===== src/bzv_pkg.sv =====
`timescale 1ns / 1ps
`default_nettype none

package bzv_pkg;

    localparam int NUM_ZONES_DEF  = 4;
    localparam int COORD_BITS_DEF = 9;

    localparam int FIELD_W   = 9;
    localparam int AREA_W    = 2 * FIELD_W;
    localparam int SIG_W     = 3;
    localparam int AGE_W     = 8;
    localparam int VOTE_W    = 8;
    localparam int WEIGHT_W  = 32;
    localparam int MS_W      = 16;
    localparam int SCORE_W   = 9;
    localparam int OVS_W     = 7;
    localparam int DSUM_W    = 6;

    localparam int QUEUE_DEPTH = 2;

    localparam int MIN_AGE       = 2;
    localparam int MIN_SIDE      = 5;
    localparam int MIN_AREA      = 45;
    localparam int MAX_ASPECT    = 3;
    localparam int ZONE_TOL      = 20;
    localparam int MIN_SCORE     = 20;
    localparam int CONFIRM_SOLID = 3;
    localparam int CONFIRM_SOFT  = 5;
    localparam int VOTE_MARGIN   = 2;
    localparam int INSIDE_BASE   = 200;
    localparam int PCT           = 100;

    localparam int TARGET_RESET = 1;
    localparam int BUDGET_RESET = 900;
    localparam int GIVEUP_RESET = 350;

    typedef enum logic [1:0] {
        KIND_START = 2'd0,
        KIND_BLOB  = 2'd1,
        KIND_FRAME = 2'd2,
        KIND_TICK  = 2'd3
    } kind_t;

    typedef enum logic [1:0] {
        HOW_CONFIRMED = 2'd0,
        HOW_BUDGET    = 2'd1,
        HOW_GAVEUP    = 2'd2
    } how_t;

    typedef struct packed {
        kind_t               kind;
        logic [FIELD_W-1:0]  cx;
        logic [FIELD_W-1:0]  cy;
        logic [FIELD_W-1:0]  bw;
        logic [FIELD_W-1:0]  bh;
        logic [AREA_W-1:0]   area;
    } op_t;

endpackage

`default_nettype wire


===== src/bzv_front.sv =====
`timescale 1ns / 1ps
`default_nettype none

module bzv_front
    import bzv_pkg::*;
(
    input  wire logic               in_valid,
    output logic                    in_ready,
    input  wire logic [1:0]         kind,
    input  wire logic [SIG_W-1:0]   signature,
    input  wire logic [AGE_W-1:0]   age,
    input  wire logic [FIELD_W-1:0] center_x,
    input  wire logic [FIELD_W-1:0] center_y,
    input  wire logic [FIELD_W-1:0] blob_width,
    input  wire logic [FIELD_W-1:0] blob_height,
    input  wire logic [SIG_W-1:0]   target,
    input  wire logic               q_ready,
    output logic                    push,
    output op_t                     push_op
);

    logic [AREA_W-1:0]    area;
    logic [FIELD_W+1:0]   bw3;
    logic [FIELD_W+1:0]   bh3;
    logic                 pass;
    kind_t                k;

    always_comb
    begin
        k    = kind_t'(kind);
        area = AREA_W'(blob_width) * AREA_W'(blob_height);
        bw3  = (FIELD_W + 2)'(blob_width) * (FIELD_W + 2)'(MAX_ASPECT);
        bh3  = (FIELD_W + 2)'(blob_height) * (FIELD_W + 2)'(MAX_ASPECT);
        pass = (signature == target)
            && (age >= AGE_W'(MIN_AGE))
            && (blob_width >= FIELD_W'(MIN_SIDE))
            && (blob_height >= FIELD_W'(MIN_SIDE))
            && (area >= AREA_W'(MIN_AREA))
            && ((FIELD_W + 2)'(blob_width) <= bh3)
            && ((FIELD_W + 2)'(blob_height) <= bw3);

        push_op.kind = k;
        push_op.cx   = center_x;
        push_op.cy   = center_y;
        push_op.bw   = blob_width;
        push_op.bh   = blob_height;
        push_op.area = area;
    end

    assign in_ready = q_ready;
    // drop blobs that fail the filters here; they change nothing downstream
    assign push = in_valid && q_ready && ((k != KIND_BLOB) || pass);

endmodule

`default_nettype wire


===== src/bzv_fifo.sv =====
`timescale 1ns / 1ps
`default_nettype none

module bzv_fifo
    import bzv_pkg::*;
#(
    parameter int DEPTH = QUEUE_DEPTH
)
(
    input  wire logic clk,
    input  wire logic rst_n,
    input  wire logic push,
    input  op_t       din,
    output logic      ready,
    input  wire logic pop,
    output op_t       dout,
    output logic      valid
);

    localparam int PW = (DEPTH > 1) ? $clog2(DEPTH) : 1;
    localparam int CW = $clog2(DEPTH + 1);

    op_t           mem_reg [DEPTH];
    logic [PW-1:0] wr_ptr_reg;
    logic [PW-1:0] rd_ptr_reg;
    logic [CW-1:0] count_reg;

    assign ready = (count_reg != CW'(DEPTH));
    assign valid = (count_reg != '0);
    assign dout  = mem_reg[rd_ptr_reg];

    always_ff @(posedge clk or negedge rst_n)
    begin
        if (!rst_n)
        begin
            wr_ptr_reg <= '0;
            rd_ptr_reg <= '0;
            count_reg  <= '0;
        end
        else
        begin
            if (push)
            begin
                mem_reg[wr_ptr_reg] <= din;
                wr_ptr_reg <= (wr_ptr_reg == PW'(DEPTH - 1)) ? '0 : wr_ptr_reg + 1'b1;
            end
            if (pop)
            begin
                rd_ptr_reg <= (rd_ptr_reg == PW'(DEPTH - 1)) ? '0 : rd_ptr_reg + 1'b1;
            end
            if (push && !pop)
                count_reg <= count_reg + 1'b1;
            else if (pop && !push)
                count_reg <= count_reg - 1'b1;
        end
    end

endmodule

`default_nettype wire


===== src/bzv_back.sv =====
`timescale 1ns / 1ps
`default_nettype none

module bzv_back
    import bzv_pkg::*;
#(
    parameter int NUM_ZONES  = NUM_ZONES_DEF,
    parameter int COORD_BITS = COORD_BITS_DEF
)
(
    input  wire logic                                   clk,
    input  wire logic                                   rst_n,
    input  wire logic                                   q_valid,
    input  op_t                                         q_op,
    output logic                                        q_pop,
    input  wire logic [MS_W-1:0]                        budget,
    input  wire logic [MS_W-1:0]                        giveup,
    input  wire logic [NUM_ZONES-1:0][4*COORD_BITS-1:0] zone_box,
    output logic                                        out_valid,
    input  wire logic                                   out_ready,
    output logic                                        zone_found,
    output logic [1:0]                                  zone,
    output logic [1:0]                                  how
);

    localparam int CB    = COORD_BITS;
    localparam int SW    = ((CB > FIELD_W) ? CB : FIELD_W) + 2;
    localparam int ZAW   = 2 * CB;
    localparam int CMPW  = (ZAW > AREA_W) ? ZAW : AREA_W;
    localparam int NUM_W = AREA_W + OVS_W;
    localparam int ZW    = $clog2(NUM_ZONES);
    localparam int QCW   = $clog2(OVS_W);

    typedef enum logic [3:0] {
        ST_IDLE,
        ST_GEO,
        ST_MUL,
        ST_PREP,
        ST_DIV,
        ST_SCORE,
        ST_VOTE,
        ST_LEAD,
        ST_RUN,
        ST_DECIDE
    } state_t;

    state_t                state_reg;
    op_t                   op_reg;
    logic [ZW-1:0]         zidx_reg;
    how_t                  mode_reg;

    logic [VOTE_W-1:0]     vote_reg   [NUM_ZONES];
    logic [WEIGHT_W-1:0]   weight_reg [NUM_ZONES];
    logic                  solid_reg  [NUM_ZONES];
    logic                  seen_reg;
    logic [MS_W-1:0]       elapsed_reg;
    logic                  active_reg;
    logic [AREA_W-1:0]     fba_reg;
    logic [ZW-1:0]         fbz_reg;
    logic [SCORE_W-1:0]    fbs_reg;

    logic                  inside_reg;
    logic                  near_reg;
    logic                  degen_reg;
    logic                  ovpos_reg;
    logic [DSUM_W-1:0]     dsum_reg;
    logic [FIELD_W-1:0]    ow_reg;
    logic [FIELD_W-1:0]    oh_reg;
    logic [CB-1:0]         zw_reg;
    logic [CB-1:0]         zh_reg;
    logic [AREA_W-1:0]     ov_reg;
    logic [ZAW-1:0]        zarea_reg;
    logic [AREA_W-1:0]     ref_reg;
    logic [NUM_W-1:0]      num_reg;
    logic [OVS_W-1:0]      q_reg;
    logic [QCW-1:0]        qcnt_reg;
    logic [SCORE_W-1:0]    best_reg;
    logic [ZW-1:0]         bz_reg;

    logic [ZW-1:0]         lead_reg;
    logic [VOTE_W-1:0]     lv_reg;
    logic [WEIGHT_W-1:0]   lw_reg;
    logic                  ls_reg;
    logic [VOTE_W-1:0]     rv_reg;
    logic                  have_run_reg;

    logic                  out_valid_reg;
    logic                  found_reg;
    logic [1:0]            zone_reg;
    how_t                  how_reg;

    // combinational helpers
    logic [4*CB-1:0]       box;
    logic [CB-1:0]         bx0, by0, bx1, by1, zl, zr, zt, zb;
    logic signed [SW-1:0]  zls, zrs, zts, zbs, cxs, cys, hw, hh, l, r, t, b;
    logic signed [SW-1:0]  dx_s, dy_s, mnx, mxx, mny, mxy, ow_s, oh_s;
    logic signed [SW-1:0]  tol_s;
    logic [NUM_W-1:0]      dv;
    logic [SCORE_W-1:0]    pen;
    logic [SCORE_W-1:0]    score;
    logic                  score_win;
    logic [SCORE_W-1:0]    best_fin;
    logic [ZW-1:0]         bz_fin;
    logic                  last;
    logic [VOTE_W-1:0]     v_cur;
    logic [WEIGHT_W-1:0]   w_cur;
    logic                  s_cur;
    logic [WEIGHT_W:0]     w_sum;
    logic [MS_W-1:0]       elapsed_inc;
    logic [VOTE_W-1:0]     need;
    logic                  take_lead;

    always_comb
    begin
        box = zone_box[zidx_reg];
        bx0 = box[CB-1:0];
        by0 = box[2*CB-1:CB];
        bx1 = box[3*CB-1:2*CB];
        by1 = box[4*CB-1:3*CB];
        zl  = (bx0 < bx1) ? bx0 : bx1;
        zr  = (bx0 < bx1) ? bx1 : bx0;
        zt  = (by0 < by1) ? by0 : by1;
        zb  = (by0 < by1) ? by1 : by0;

        zls = $signed(SW'(zl));
        zrs = $signed(SW'(zr));
        zts = $signed(SW'(zt));
        zbs = $signed(SW'(zb));
        cxs = $signed(SW'(op_reg.cx));
        cys = $signed(SW'(op_reg.cy));
        hw  = $signed(SW'(op_reg.bw >> 1));
        hh  = $signed(SW'(op_reg.bh >> 1));
        l   = cxs - hw;
        r   = cxs + hw;
        t   = cys - hh;
        b   = cys + hh;

        if (cxs < zls)
            dx_s = zls - cxs;
        else if (cxs > zrs)
            dx_s = cxs - zrs;
        else
            dx_s = '0;
        if (cys < zts)
            dy_s = zts - cys;
        else if (cys > zbs)
            dy_s = cys - zbs;
        else
            dy_s = '0;
        tol_s = $signed(SW'(ZONE_TOL));

        mnx  = (r < zrs) ? r : zrs;
        mxx  = (l > zls) ? l : zls;
        mny  = (b < zbs) ? b : zbs;
        mxy  = (t > zts) ? t : zts;
        ow_s = mnx - mxx;
        oh_s = mny - mxy;

        dv = NUM_W'(ref_reg) << qcnt_reg;

        pen = SCORE_W'((SCORE_W'(dsum_reg) * SCORE_W'(5)) >> 1);
        if (degen_reg)
            score = '0;
        else if (inside_reg)
            score = SCORE_W'(INSIDE_BASE) + SCORE_W'(q_reg);
        else if (near_reg)
            score = SCORE_W'(INSIDE_BASE - 1) - pen;
        else
            score = SCORE_W'(q_reg);
        score_win = (score > best_reg);
        best_fin  = score_win ? score : best_reg;
        bz_fin    = score_win ? zidx_reg : bz_reg;

        last  = (zidx_reg == ZW'(NUM_ZONES - 1));
        v_cur = vote_reg[zidx_reg];
        w_cur = weight_reg[zidx_reg];
        s_cur = solid_reg[zidx_reg];
        w_sum = (WEIGHT_W + 1)'(w_cur) + (WEIGHT_W + 1)'(fba_reg);

        elapsed_inc = (elapsed_reg == '1) ? elapsed_reg : elapsed_reg + 1'b1;
        need = ls_reg ? VOTE_W'(CONFIRM_SOLID) : VOTE_W'(CONFIRM_SOFT);
        take_lead = (zidx_reg == '0) || (v_cur > lv_reg)
            || ((v_cur == lv_reg) && (w_cur > lw_reg));
    end

    assign q_pop      = (state_reg == ST_IDLE) && q_valid && !out_valid_reg;
    assign out_valid  = out_valid_reg;
    assign zone_found = found_reg;
    assign zone       = zone_reg;
    assign how        = how_reg;

    always_ff @(posedge clk or negedge rst_n)
    begin
        if (!rst_n)
        begin
            state_reg     <= ST_IDLE;
            op_reg        <= '0;
            zidx_reg      <= '0;
            mode_reg      <= HOW_CONFIRMED;
            for (int z = 0; z < NUM_ZONES; z++)
            begin
                vote_reg[z]   <= '0;
                weight_reg[z] <= '0;
                solid_reg[z]  <= 1'b0;
            end
            seen_reg      <= 1'b0;
            elapsed_reg   <= '0;
            active_reg    <= 1'b0;
            fba_reg       <= '0;
            fbz_reg       <= '1;
            fbs_reg       <= '0;
            inside_reg    <= 1'b0;
            near_reg      <= 1'b0;
            degen_reg     <= 1'b0;
            ovpos_reg     <= 1'b0;
            dsum_reg      <= '0;
            ow_reg        <= '0;
            oh_reg        <= '0;
            zw_reg        <= '0;
            zh_reg        <= '0;
            ov_reg        <= '0;
            zarea_reg     <= '0;
            ref_reg       <= '0;
            num_reg       <= '0;
            q_reg         <= '0;
            qcnt_reg      <= '0;
            best_reg      <= '0;
            bz_reg        <= '0;
            lead_reg      <= '0;
            lv_reg        <= '0;
            lw_reg        <= '0;
            ls_reg        <= 1'b0;
            rv_reg        <= '0;
            have_run_reg  <= 1'b0;
            out_valid_reg <= 1'b0;
            found_reg     <= 1'b0;
            zone_reg      <= '0;
            how_reg       <= HOW_CONFIRMED;
        end
        else
        begin
            if (out_valid_reg && out_ready)
                out_valid_reg <= 1'b0;

            unique case (state_reg)
                ST_IDLE:
                begin
                    if (q_pop)
                    begin
                        op_reg <= q_op;
                        unique case (q_op.kind)
                            KIND_START:
                            begin
                                for (int z = 0; z < NUM_ZONES; z++)
                                begin
                                    vote_reg[z]   <= '0;
                                    weight_reg[z] <= '0;
                                    solid_reg[z]  <= 1'b0;
                                end
                                seen_reg    <= 1'b0;
                                elapsed_reg <= '0;
                                fba_reg     <= '0;
                                fbz_reg     <= '1;
                                fbs_reg     <= '0;
                                if (budget == '0)
                                begin
                                    active_reg    <= 1'b0;
                                    out_valid_reg <= 1'b1;
                                    found_reg     <= 1'b0;
                                    zone_reg      <= '0;
                                    how_reg       <= HOW_BUDGET;
                                end
                                else
                                begin
                                    active_reg <= 1'b1;
                                end
                            end
                            KIND_BLOB:
                            begin
                                if (active_reg)
                                begin
                                    zidx_reg  <= '0;
                                    best_reg  <= '0;
                                    bz_reg    <= '0;
                                    state_reg <= ST_GEO;
                                end
                            end
                            KIND_FRAME:
                            begin
                                if (active_reg)
                                begin
                                    if (fba_reg == '0)
                                    begin
                                        if (!seen_reg && (elapsed_reg > giveup))
                                        begin
                                            zidx_reg  <= '0;
                                            mode_reg  <= HOW_GAVEUP;
                                            state_reg <= ST_LEAD;
                                        end
                                    end
                                    else
                                    begin
                                        zidx_reg  <= fbz_reg;
                                        state_reg <= ST_VOTE;
                                    end
                                end
                            end
                            KIND_TICK:
                            begin
                                if (active_reg)
                                begin
                                    elapsed_reg <= elapsed_inc;
                                    if (elapsed_inc >= budget)
                                    begin
                                        zidx_reg  <= '0;
                                        mode_reg  <= HOW_BUDGET;
                                        state_reg <= ST_LEAD;
                                    end
                                end
                            end
                            default:
                            begin
                                state_reg <= ST_IDLE;
                            end
                        endcase
                    end
                end

                ST_GEO:
                begin
                    degen_reg  <= (zr == zl) || (zb == zt);
                    inside_reg <= (dx_s == '0) && (dy_s == '0);
                    near_reg   <= (dx_s <= tol_s) && (dy_s <= tol_s);
                    dsum_reg   <= DSUM_W'(dx_s) + DSUM_W'(dy_s);
                    ovpos_reg  <= (ow_s > $signed(SW'(0))) && (oh_s > $signed(SW'(0)));
                    ow_reg     <= FIELD_W'(ow_s);
                    oh_reg     <= FIELD_W'(oh_s);
                    zw_reg     <= zr - zl;
                    zh_reg     <= zb - zt;
                    state_reg  <= ST_MUL;
                end

                ST_MUL:
                begin
                    ov_reg    <= ovpos_reg ? AREA_W'(ow_reg) * AREA_W'(oh_reg) : '0;
                    zarea_reg <= ZAW'(zw_reg) * ZAW'(zh_reg);
                    state_reg <= ST_PREP;
                end

                ST_PREP:
                begin
                    ref_reg   <= (CMPW'(zarea_reg) < CMPW'(op_reg.area))
                                 ? AREA_W'(zarea_reg) : op_reg.area;
                    num_reg   <= NUM_W'(ov_reg) * NUM_W'(PCT);
                    q_reg     <= '0;
                    qcnt_reg  <= QCW'(OVS_W - 1);
                    state_reg <= ST_DIV;
                end

                ST_DIV:
                begin
                    // overlap never exceeds the reference area, so the quotient fits OVS_W bits
                    if (num_reg >= dv)
                    begin
                        num_reg          <= num_reg - dv;
                        q_reg[qcnt_reg]  <= 1'b1;
                    end
                    if (qcnt_reg == '0)
                        state_reg <= ST_SCORE;
                    else
                        qcnt_reg <= qcnt_reg - 1'b1;
                end

                ST_SCORE:
                begin
                    best_reg <= best_fin;
                    bz_reg   <= bz_fin;
                    if (last)
                    begin
                        if ((best_fin >= SCORE_W'(MIN_SCORE)) && (op_reg.area > fba_reg))
                        begin
                            fba_reg <= op_reg.area;
                            fbz_reg <= bz_fin;
                            fbs_reg <= best_fin;
                        end
                        state_reg <= ST_IDLE;
                    end
                    else
                    begin
                        zidx_reg  <= zidx_reg + 1'b1;
                        state_reg <= ST_GEO;
                    end
                end

                ST_VOTE:
                begin
                    seen_reg <= 1'b1;
                    vote_reg[zidx_reg] <= (v_cur == '1) ? v_cur : v_cur + 1'b1;
                    weight_reg[zidx_reg] <= w_sum[WEIGHT_W] ? '1 : w_sum[WEIGHT_W-1:0];
                    if (fbs_reg >= SCORE_W'(INSIDE_BASE))
                        solid_reg[zidx_reg] <= 1'b1;
                    fba_reg   <= '0;
                    fbz_reg   <= '1;
                    fbs_reg   <= '0;
                    zidx_reg  <= '0;
                    mode_reg  <= HOW_CONFIRMED;
                    state_reg <= ST_LEAD;
                end

                ST_LEAD:
                begin
                    if (take_lead)
                    begin
                        lead_reg <= zidx_reg;
                        lv_reg   <= v_cur;
                        lw_reg   <= w_cur;
                        ls_reg   <= s_cur;
                    end
                    if (last)
                    begin
                        zidx_reg <= '0;
                        if (mode_reg != HOW_CONFIRMED)
                        begin
                            // best evidence: the leader counts only if it has votes
                            active_reg    <= 1'b0;
                            out_valid_reg <= 1'b1;
                            how_reg       <= mode_reg;
                            if (take_lead)
                            begin
                                found_reg <= (v_cur != '0);
                                zone_reg  <= (v_cur != '0) ? 2'(zidx_reg) : '0;
                            end
                            else
                            begin
                                found_reg <= (lv_reg != '0);
                                zone_reg  <= (lv_reg != '0) ? 2'(lead_reg) : '0;
                            end
                            state_reg <= ST_IDLE;
                        end
                        else
                        begin
                            have_run_reg <= 1'b0;
                            rv_reg       <= '0;
                            state_reg    <= ST_RUN;
                        end
                    end
                    else
                    begin
                        zidx_reg <= zidx_reg + 1'b1;
                    end
                end

                ST_RUN:
                begin
                    if ((zidx_reg != lead_reg) && (!have_run_reg || (v_cur > rv_reg)))
                    begin
                        rv_reg       <= v_cur;
                        have_run_reg <= 1'b1;
                    end
                    if (last)
                        state_reg <= ST_DECIDE;
                    else
                        zidx_reg <= zidx_reg + 1'b1;
                end

                ST_DECIDE:
                begin
                    if ((lv_reg >= need)
                        && ((VOTE_W + 1)'(lv_reg)
                            >= (VOTE_W + 1)'(rv_reg) + (VOTE_W + 1)'(VOTE_MARGIN)))
                    begin
                        active_reg    <= 1'b0;
                        out_valid_reg <= 1'b1;
                        found_reg     <= 1'b1;
                        zone_reg      <= 2'(lead_reg);
                        how_reg       <= HOW_CONFIRMED;
                    end
                    state_reg <= ST_IDLE;
                end

                default:
                begin
                    state_reg <= ST_IDLE;
                end
            endcase
        end
    end

endmodule

`default_nettype wire


===== src/blob_zone_vote_detector.sv =====
`timescale 1ns / 1ps
`default_nettype none

// Blob zone vote detector. Commands (start scan, blob report, end of frame,
// millisecond tick) enter on the input channel; a front stage filters blob
// reports by signature, age, side, area and aspect and drops the rejects, and
// a two-entry queue feeds the back end, which scores, votes and reports at
// most one result per command on the output channel. The back end takes one
// command at a time: a blob report that passes the filters while a scan runs
// goes through the per-zone scoring sequence (geometry, multiply, prepare,
// divide, score), whose overlap percentage comes from a 7-step restoring
// divider; a dropped blob report never reaches the back end; an end of frame
// runs the vote update and the leader and runner-up scans; a tick adds a
// leader scan when the budget runs out. A result that waits on the output
// holds the back end until it is accepted.
// Configuration registers are written through cfg_valid/cfg_index/cfg_data
// (index 0 target signature, 1..NUM_ZONES zone boxes, then scan budget and
// give-up time in ms); the user must write them only while the block is idle,
// as the block itself does not enforce it.
module blob_zone_vote_detector
    import bzv_pkg::*;
#(
    parameter int NUM_ZONES  = NUM_ZONES_DEF,
    parameter int COORD_BITS = COORD_BITS_DEF
)
(
    input  wire logic                                  clk,
    input  wire logic                                  rst_n,
    input  wire logic                                  in_valid,
    output logic                                       in_ready,
    input  wire logic [1:0]                            kind,
    input  wire logic [SIG_W-1:0]                      signature,
    input  wire logic [AGE_W-1:0]                      age,
    input  wire logic [FIELD_W-1:0]                    center_x,
    input  wire logic [FIELD_W-1:0]                    center_y,
    input  wire logic [FIELD_W-1:0]                    blob_width,
    input  wire logic [FIELD_W-1:0]                    blob_height,
    output logic                                       out_valid,
    input  wire logic                                  out_ready,
    output logic                                       zone_found,
    output logic [1:0]                                 zone,
    output logic [1:0]                                 how,
    input  wire logic                                  cfg_valid,
    output logic                                       cfg_ready,
    input  wire logic [$clog2(NUM_ZONES+3)-1:0]        cfg_index,
    input  wire logic [4*COORD_BITS-1:0]               cfg_data
);

    localparam int IW         = $clog2(NUM_ZONES + 3);
    localparam int BOX_W      = 4 * COORD_BITS;
    localparam int IDX_TARGET = 0;
    localparam int IDX_BUDGET = NUM_ZONES + 1;
    localparam int IDX_GIVEUP = NUM_ZONES + 2;

    logic [SIG_W-1:0]                  target_reg;
    logic [NUM_ZONES-1:0][BOX_W-1:0]   box_reg;
    logic [MS_W-1:0]                   budget_reg;
    logic [MS_W-1:0]                   giveup_reg;

    logic  q_ready;
    logic  push;
    op_t   push_op;
    logic  q_valid;
    op_t   q_op;
    logic  q_pop;

    assign cfg_ready = 1'b1;

    always_ff @(posedge clk or negedge rst_n)
    begin
        if (!rst_n)
        begin
            target_reg <= SIG_W'(TARGET_RESET);
            box_reg    <= '0;
            budget_reg <= MS_W'(BUDGET_RESET);
            giveup_reg <= MS_W'(GIVEUP_RESET);
        end
        else if (cfg_valid)
        begin
            if (cfg_index == IW'(IDX_TARGET))
                target_reg <= cfg_data[SIG_W-1:0];
            if (cfg_index == IW'(IDX_BUDGET))
                budget_reg <= cfg_data[MS_W-1:0];
            if (cfg_index == IW'(IDX_GIVEUP))
                giveup_reg <= cfg_data[MS_W-1:0];
            for (int z = 0; z < NUM_ZONES; z++)
            begin
                if (cfg_index == IW'(z + 1))
                    box_reg[z] <= cfg_data;
            end
        end
    end

    bzv_front u_front (
        .in_valid    (in_valid),
        .in_ready    (in_ready),
        .kind        (kind),
        .signature   (signature),
        .age         (age),
        .center_x    (center_x),
        .center_y    (center_y),
        .blob_width  (blob_width),
        .blob_height (blob_height),
        .target      (target_reg),
        .q_ready     (q_ready),
        .push        (push),
        .push_op     (push_op)
    );

    bzv_fifo #(
        .DEPTH (QUEUE_DEPTH)
    ) u_fifo (
        .clk   (clk),
        .rst_n (rst_n),
        .push  (push),
        .din   (push_op),
        .ready (q_ready),
        .pop   (q_pop),
        .dout  (q_op),
        .valid (q_valid)
    );

    bzv_back #(
        .NUM_ZONES  (NUM_ZONES),
        .COORD_BITS (COORD_BITS)
    ) u_back (
        .clk        (clk),
        .rst_n      (rst_n),
        .q_valid    (q_valid),
        .q_op       (q_op),
        .q_pop      (q_pop),
        .budget     (budget_reg),
        .giveup     (giveup_reg),
        .zone_box   (box_reg),
        .out_valid  (out_valid),
        .out_ready  (out_ready),
        .zone_found (zone_found),
        .zone       (zone),
        .how        (how)
    );

`ifndef NO_ASSERTIONS
    a_none_zero: assert property (@(posedge clk) disable iff (!rst_n)
        out_valid && !zone_found |-> zone == '0)
        else $error("zone not zero when no zone found");

    a_confirm_found: assert property (@(posedge clk) disable iff (!rst_n)
        out_valid && how == HOW_CONFIRMED |-> zone_found)
        else $error("confirmed result without a zone");

    a_how_code: assert property (@(posedge clk) disable iff (!rst_n)
        out_valid |-> (how == HOW_CONFIRMED || how == HOW_BUDGET || how == HOW_GAVEUP))
        else $error("bad result code");
`endif

endmodule

`default_nettype wire


===== config.mk =====
export PLATFORM = sky130hd
export DESIGN_NAME = blob_zone_vote_detector
export DESIGN_NICKNAME = d
export VERILOG_FILES = /design/src/bzv_pkg.sv /design/src/bzv_front.sv /design/src/bzv_fifo.sv /design/src/bzv_back.sv /design/src/blob_zone_vote_detector.sv
export SDC_FILE = /design/constraint.sdc
export NUM_CORES = 2
export LEC_CHECK = 0
export BUFFER_PORTS_ARGS = -buffer_cell sky130_fd_sc_hd__buf_4
export CELL_PAD_IN_SITES_DETAIL_PLACEMENT = 1
export CELL_PAD_IN_SITES_GLOBAL_PLACEMENT = 2
export CORE_MARGIN = 2
export CORE_UTILIZATION = 28
export CTS_BUF_LIST = sky130_fd_sc_hd__clkbuf_16
export DETAILED_ROUTE_END_ITERATION = 10
export PLACE_DENSITY_LB_ADDON = 0.1
export SETUP_SLACK_MARGIN = 0.4
export SYNTH_ARGS = -nofsm -noshare
export SYNTH_HDL_FRONTEND = slang
export SYNTH_SLANG_ARGS = --single-unit

===== constraint.sdc =====
create_clock -name clk -period 9.2 [get_ports clk]
set_input_delay 0.92 -clock clk [delete_from_list [all_inputs] [get_ports clk]]
set_output_delay 0.92 -clock clk [all_outputs]
set_load 0.005 [all_outputs]

-- Word-level counts from Yosys, hierarchy flattened
Memory sizes are Yosys's and may differ from the RTL's.
Cells that the tools add are included.
W data, S select, Z words.
- add/sub/neg operators: 26
- $mul: 7
- $lt $le $gt $ge: 38
- equality and inequality tests: 56
- shift-type cells: 1
- mux-type cells: 174
- bitwise logic cells: 3
- reductions and logical operators: 79
- operators with widths (kind ; count):
    $mux W128 ; 2
    $pmux W128 S2 ; 1
    $mux W32 ; 6
    $mux W9 ; 15
    $bwmux W128 ; 1
    $mux W18 ; 6
    $mux W11 ; 8
    $mux W2 ; 39
    $bmux W36 S2 ; 1
    $bmux W32 S2 ; 1
    $demux W32 S2 ; 1
    $pmux W32 S2 ; 1
    $mux W4 ; 14
    $mux W8 ; 7
    $mul A9 B9 Y18 ; 3
    $pmux W18 S3 ; 1
    $pmux W25 S2 ; 1
    $sub A9 B9 Y10 ; 4
    $lt A9 B9 Y1 ; 4
    $mux W36 ; 1
    $pmux W4 S9 ; 1
    $mux W1 ; 34
    $add A32 B18 Y33 ; 1
    $bwmux W32 ; 1
    other kinds (112) ; 230
- flip-flop bits (word level): 660
- bits in writable memories: 112
- bits of input ports: 93
- output and inout port bits: 8
- word-level logic and storage cells: 448
- memories kept: 1
- memories (memory ; depth ; width ; read ports ; clocked after Yosys merged registers in ; write ports ; RTL line ; RTL):
    u_fifo.mem_reg ; 2 ; 56 ; 1 ; 0 ; 1 ; bzv_fifo.sv:23 ; op_t mem_reg [DEPTH];

-- Longest topological paths before layout
- depth in word-level cells: 13
- depth in mapped cells: 46
- gate-level depth less buffers: 36

-- Cells and area by module
From an unflattened synthesis, not the netlist that was laid out.
- cells, all modules: 5673
- area, all modules: 56909.6 sq um
- by module, submodules not included (module ; times used ; cells each ; area each (sq um) ; sequential area each (sq um)):
    bzv_back ; 1 ; 4565 ; 41234.5 ; 11813.8
    blob_zone_vote_detector ; 1 ; 385 ; 6988.0 ; 4493.1
    bzv_fifo ; 1 ; 191 ; 4351.7 ; 3463.3
    bzv_front ; 1 ; 532 ; 4335.4 ; 0.0

-- Worst setup path after synthesis
OpenSTA, ideal clock, no wires.
- kind: reg2reg
- from: reg u_back.zidx_reg[0]
- to: reg u_back.ovpos_reg
- setup time: 0.120 ns
- arrival time: 9.719 ns
- data required time: 9.080 ns
- path slack: -0.640 ns
- stages on the path, launching flop included: 46
- buffers on the path: 10
- clock period less this slack: 9.840 ns
- cell sequence: dfrtp_1 -> buf_2 -> buf_4 -> buf_2 -> buf_2 -> buf_2 -> buf_2 -> buf_2 -> mux4_2 -> ha_1 -> o21ai_0 -> o21bai_1 -> a211oi_2 -> clkbuf_1 -> clkbuf_1 -> nand2_1 -> o21ai_0 -> inv_1 -> (+10 left out) -> o21ai_0 -> o31ai_1 -> buf_1 -> mux2i_1 -> ha_1 -> inv_1 -> fa_1 -> nand2_1 -> nand2_1 -> a21oi_1 -> o21bai_1 -> a21oi_1 -> o21bai_1 -> a21oi_1 -> o21bai_1 -> a21oi_1 -> nor2_1 -> a41o_1
- longest elaborated chain between the ends: 9
- elaborated cells on any way between the ends: 21
- those cells by class: 2 x add/sub; 8 x order compare; 10 x mux; 1 x reduce/logical
- ends and longest elaborated chain (what ; RTL line ; RTL):
    from (decl) ; bzv_back.sv:49 ; logic [ZW-1:0] zidx_reg;
    from (signal assigned) ; bzv_back.sv:303 ; zidx_reg <= fbz_reg;
    from (signal assigned) ; bzv_back.sv:390 ; zidx_reg <= zidx_reg + 1'b1;
    from (signal assigned) ; bzv_back.sv:449 ; zidx_reg <= zidx_reg + 1'b1;
    $bmux W36 S2 (*) ; bzv_back.sv:115 ; box = zone_box[zidx_reg];
    $mux W36 (not written as such) (*) ; bzv_back.sv:115 ;
    $lt A9 B9 Y1 (on tied branches) ; -- ;
    $mux W9 (on tied branches) ; -- ;
    $lt A11 B10 Y1, or another cell as far along ; bzv_back.sv:152 ; mnx = (r < zrs) ? r : zrs;
    $mux W11 (on tied branches) ; -- ;
    $sub A11 B11 Y11 (on tied branches) ; bzv_back.sv:156, bzv_back.sv:157 ;
    $gt A11 B1 Y1 ; bzv_back.sv:335 ; ovpos_reg <= (ow_s > $signed(SW'(0))) && (oh_s > $signed(SW'(0)));
    $logic_and A1 B1 Y1 (*) ; bzv_back.sv:335 ;
    to (signal assigned) ; bzv_back.sv:335 ;
    to (decl) ; bzv_back.sv:65 ; logic ovpos_reg;
Every way passes the cells marked *; elsewhere a longest branch is shown, timed or not. The select of a mux whose other input is x is not followed.
A chain may end at the register's enable or synchronous reset.

-- Worst setup path in the final report
- from: reg u_back.zidx_reg[1]
- to: reg u_back.ovpos_reg
The elaborated chain is that of the path after synthesis.

==> summary.txt <==
Floorplan
  • # rows: 162
  • Full die area: 200,000 µm²
  • Die height: 447 µm
  • Core Region: 195,000 µm²
  • Starting Density: 0.282
  • IO Count: 101
  • Die Width: 447 µm

Critical path
  • Crit-path slowest cell: dfrtp_4
  • R2R depth: 35
  • WP data arrival: 8.62 ns
  • Startpoint types: register
  • Most frequent CP cell: a21oi_1
  • Crit. End Element: register
  • Critical path data required time: 9.81 ns
  • Critical path type: reg2reg
  • CP max stage delay: 0.83 ns
  • CP max FO: 35

Global route
  • Total track usage: 0.181
  • First-pass GRT wire length: 277,000 µm
  • Number of global-route vias before repair: 43.5k
  • Largest net degree at the start of global routing: 81
  • Antenna violations before repair: 15
  • Total gr overflow: 0

Layout
  • Reg area: 19,700 µm²
  • Multi-input combinational cell area: 32,400 µm²
  • Most common cell after layout, fill and taps aside: dfrtp_1
  • Cell Count, Final, Fillers Out: 8,328
  • Share of cells above drive strength 1: 0.121
  • Final Util: 0.319
  • Nets@finish: 6,444
  • Area growth syn-to-layout: 13.1%
  • Number of flip-flops in the largest register: 144
  • FILL cells: 22.2k
  • Most frequent cells in the layout: dfrtp_1 (639), inv_1 (612), nand2_1 (605)

STA
  • WHS: 0.383 ns
  • Fin crit share: 0.871
  • RSZ-0062 raised after global routing: no
  • Setup TNS: 0 ns
  • Worst Max-Slew Pin Slew: 1.16 ns
  • Slew Limit Fails: 0
  • Slew HR: 0.217
  • Final Hold Viols: 0
  • Clock Skews: 0.0473 ns
  • Min Clock Period, post-route: 8.02 ns
  • Final setup fails: 0
  • Fmax achieved: 125 MHz

Logic synthesis
  • Ys flop type: dfrtp_1
  • Synthesized instance count: 5,546
  • Top cells by area, synth: dfrtp_1 (29%), ha_1 (13%), fa_1 (6.5%)
  • YS warnings: 0
  • Synthesized area per cell: 9.91 µm²
  • Seq cells post-synth: 763
  • Synth area leader: dfrtp_1
  • Post-synth EDFFs: 108
  • Area fraction of the dominant cell type after synthesis: 0.292
  • Unique cell type count in the Yosys netlist: 90
  • Ys async rst share: 0.858
  • Synth Cell Area: 55,000 µm²
  • Sequential fraction of the synthesis area: 0.357

Clocking
  • Worst skew pair latency: 0.75 ns
  • TritonCTS clock tree: built
  • Clk buf depth: 3
  • Htree depth: 3
  • Clock sink count: 763
  • Clock transition at the registers of the reported paths: 0.06 ns
  • CTS buffer count: 97
  • Root Buffer: clkbuf_16

Routing
  • Detailed Routing Iterations Pass 1: 5
  • Post-DR wirelength/cell: 21.6 µm
  • DR iter-0 viols: 1,777
  • Antenna-violating nets left: 0
  • Vias per inst: 4.85
  • DRC: 0
  • Vias: 40.4k
  • Routed wire length: 179,000 µm

Run
  • Max-Cap Viols: 0

Place
  • Post-DP HPWL: 136,000 µm
  • IO buf count: 98
  • Placed Instances: 8,133
  • Gpl congestion: 0.807

Run status
  • Status: completed

Worst hold path
  • Hold path cells: 1
  • HP Class: in2reg
## worst paths after layout
path,end,slack [ns],startpoint
worst max-delay path,u_back.ovpos_reg,1.18,u_back.zidx_reg[1]
worst min-delay path,u_fifo.mem_reg[1][42],0.38,center_y[6]
worst max register to register,u_back.ovpos_reg,1.18,u_back.zidx_reg[1]
worst min register to register,u_back.weight_reg[45],0.47,u_back.weight_reg[45]
max in group asynchronous,u_fifo.rd_ptr_reg,6.03,rst_n
min in group asynchronous,u_back.weight_reg[112],0.65,rst_n
## cell usage after synthesis (all sizes together), types with 54 or more instances
cell    number
nand3       66
inv        591
xnor2      162
and2        74
edfxtp     108
fa         179
ha         558
a21o       106
a22o       109
nor2       292
nand2      610
o21ai      430
a21oi      248
mux4        83
mux2i      159
mux2       224
xor2        69
clkbuf     187
dfrtp      642
o21a        54
## stage by stage
stage	instance area, µm²	setup slack [ns]
global placement	58900	0.890
CTS	62100	0.802
finish	62200	1.18
global route	62100	0.483
floorplan	55000	0.186
detailed placement	58900	0.862
## cell families (layout without fill, tap and decap cells)
logic type,Yosys count,in the layout,share of synthesized area
AND/OR/NAND/NOR,1329,1329,0.109
adder cells (fa/ha/maj),754,754,0.195
other,2,13,0.000137
AO/OA/AOI/OAI,1184,1184,0.136
multiplexers,466,466,0.109
flip-flops,763,763,0.357
buffers and inverters,817,964,0.0563
XOR/XNOR,231,231,0.0368
## timing repair
item | in CTS | in global routing
hold endpoints to repair | 7 | 0
hold buffers | 1 | 0
setup endpoints to repair | 0 | 2
gates resized for setup | 0 | 4
setup buffers | 0 | 5
## final cells by class
cell class,count,share of cell area
Multi-Input combinational cell,3969,0.521
Timing Repair Buffer,184,0.0230
Sequential cell,763,0.316
Clock inverter,82,0.0108
Inverter,599,0.0362
Tap cell,2624,0.0528
Clock buffer,99,0.0399
Antenna cell,8,0.000322
## routing by layer
metal | up-vias | part of all wire | track usage
li1 | 19400 | - | -
met1 | 20400 | 0.48 | 0.253
met2 | 416 | 0.47 | 0.301
met3 | 186 | 0.026 | 0.0189
met4 | 0 | 0.020 | 0.0423
met5 | - | 0 | 0
## critical path, delay by kind of cell, from the launching register on
kind | cells | cell delay, ns
AO/OA/AOI/OAI | 14 | 2.42
adder cells (fa/ha/maj) | 7 | 2.38
buffers and inverters | 3 | 0.41
flip-flops | 1 | 0.83
multiplexers | 2 | 0.73
AND/OR/NAND/NOR | 9 | 1.09
Power is left out: the tool's default activity adds up to more than one toggle a clock period on the data nets, which glitch-free logic cannot reach.
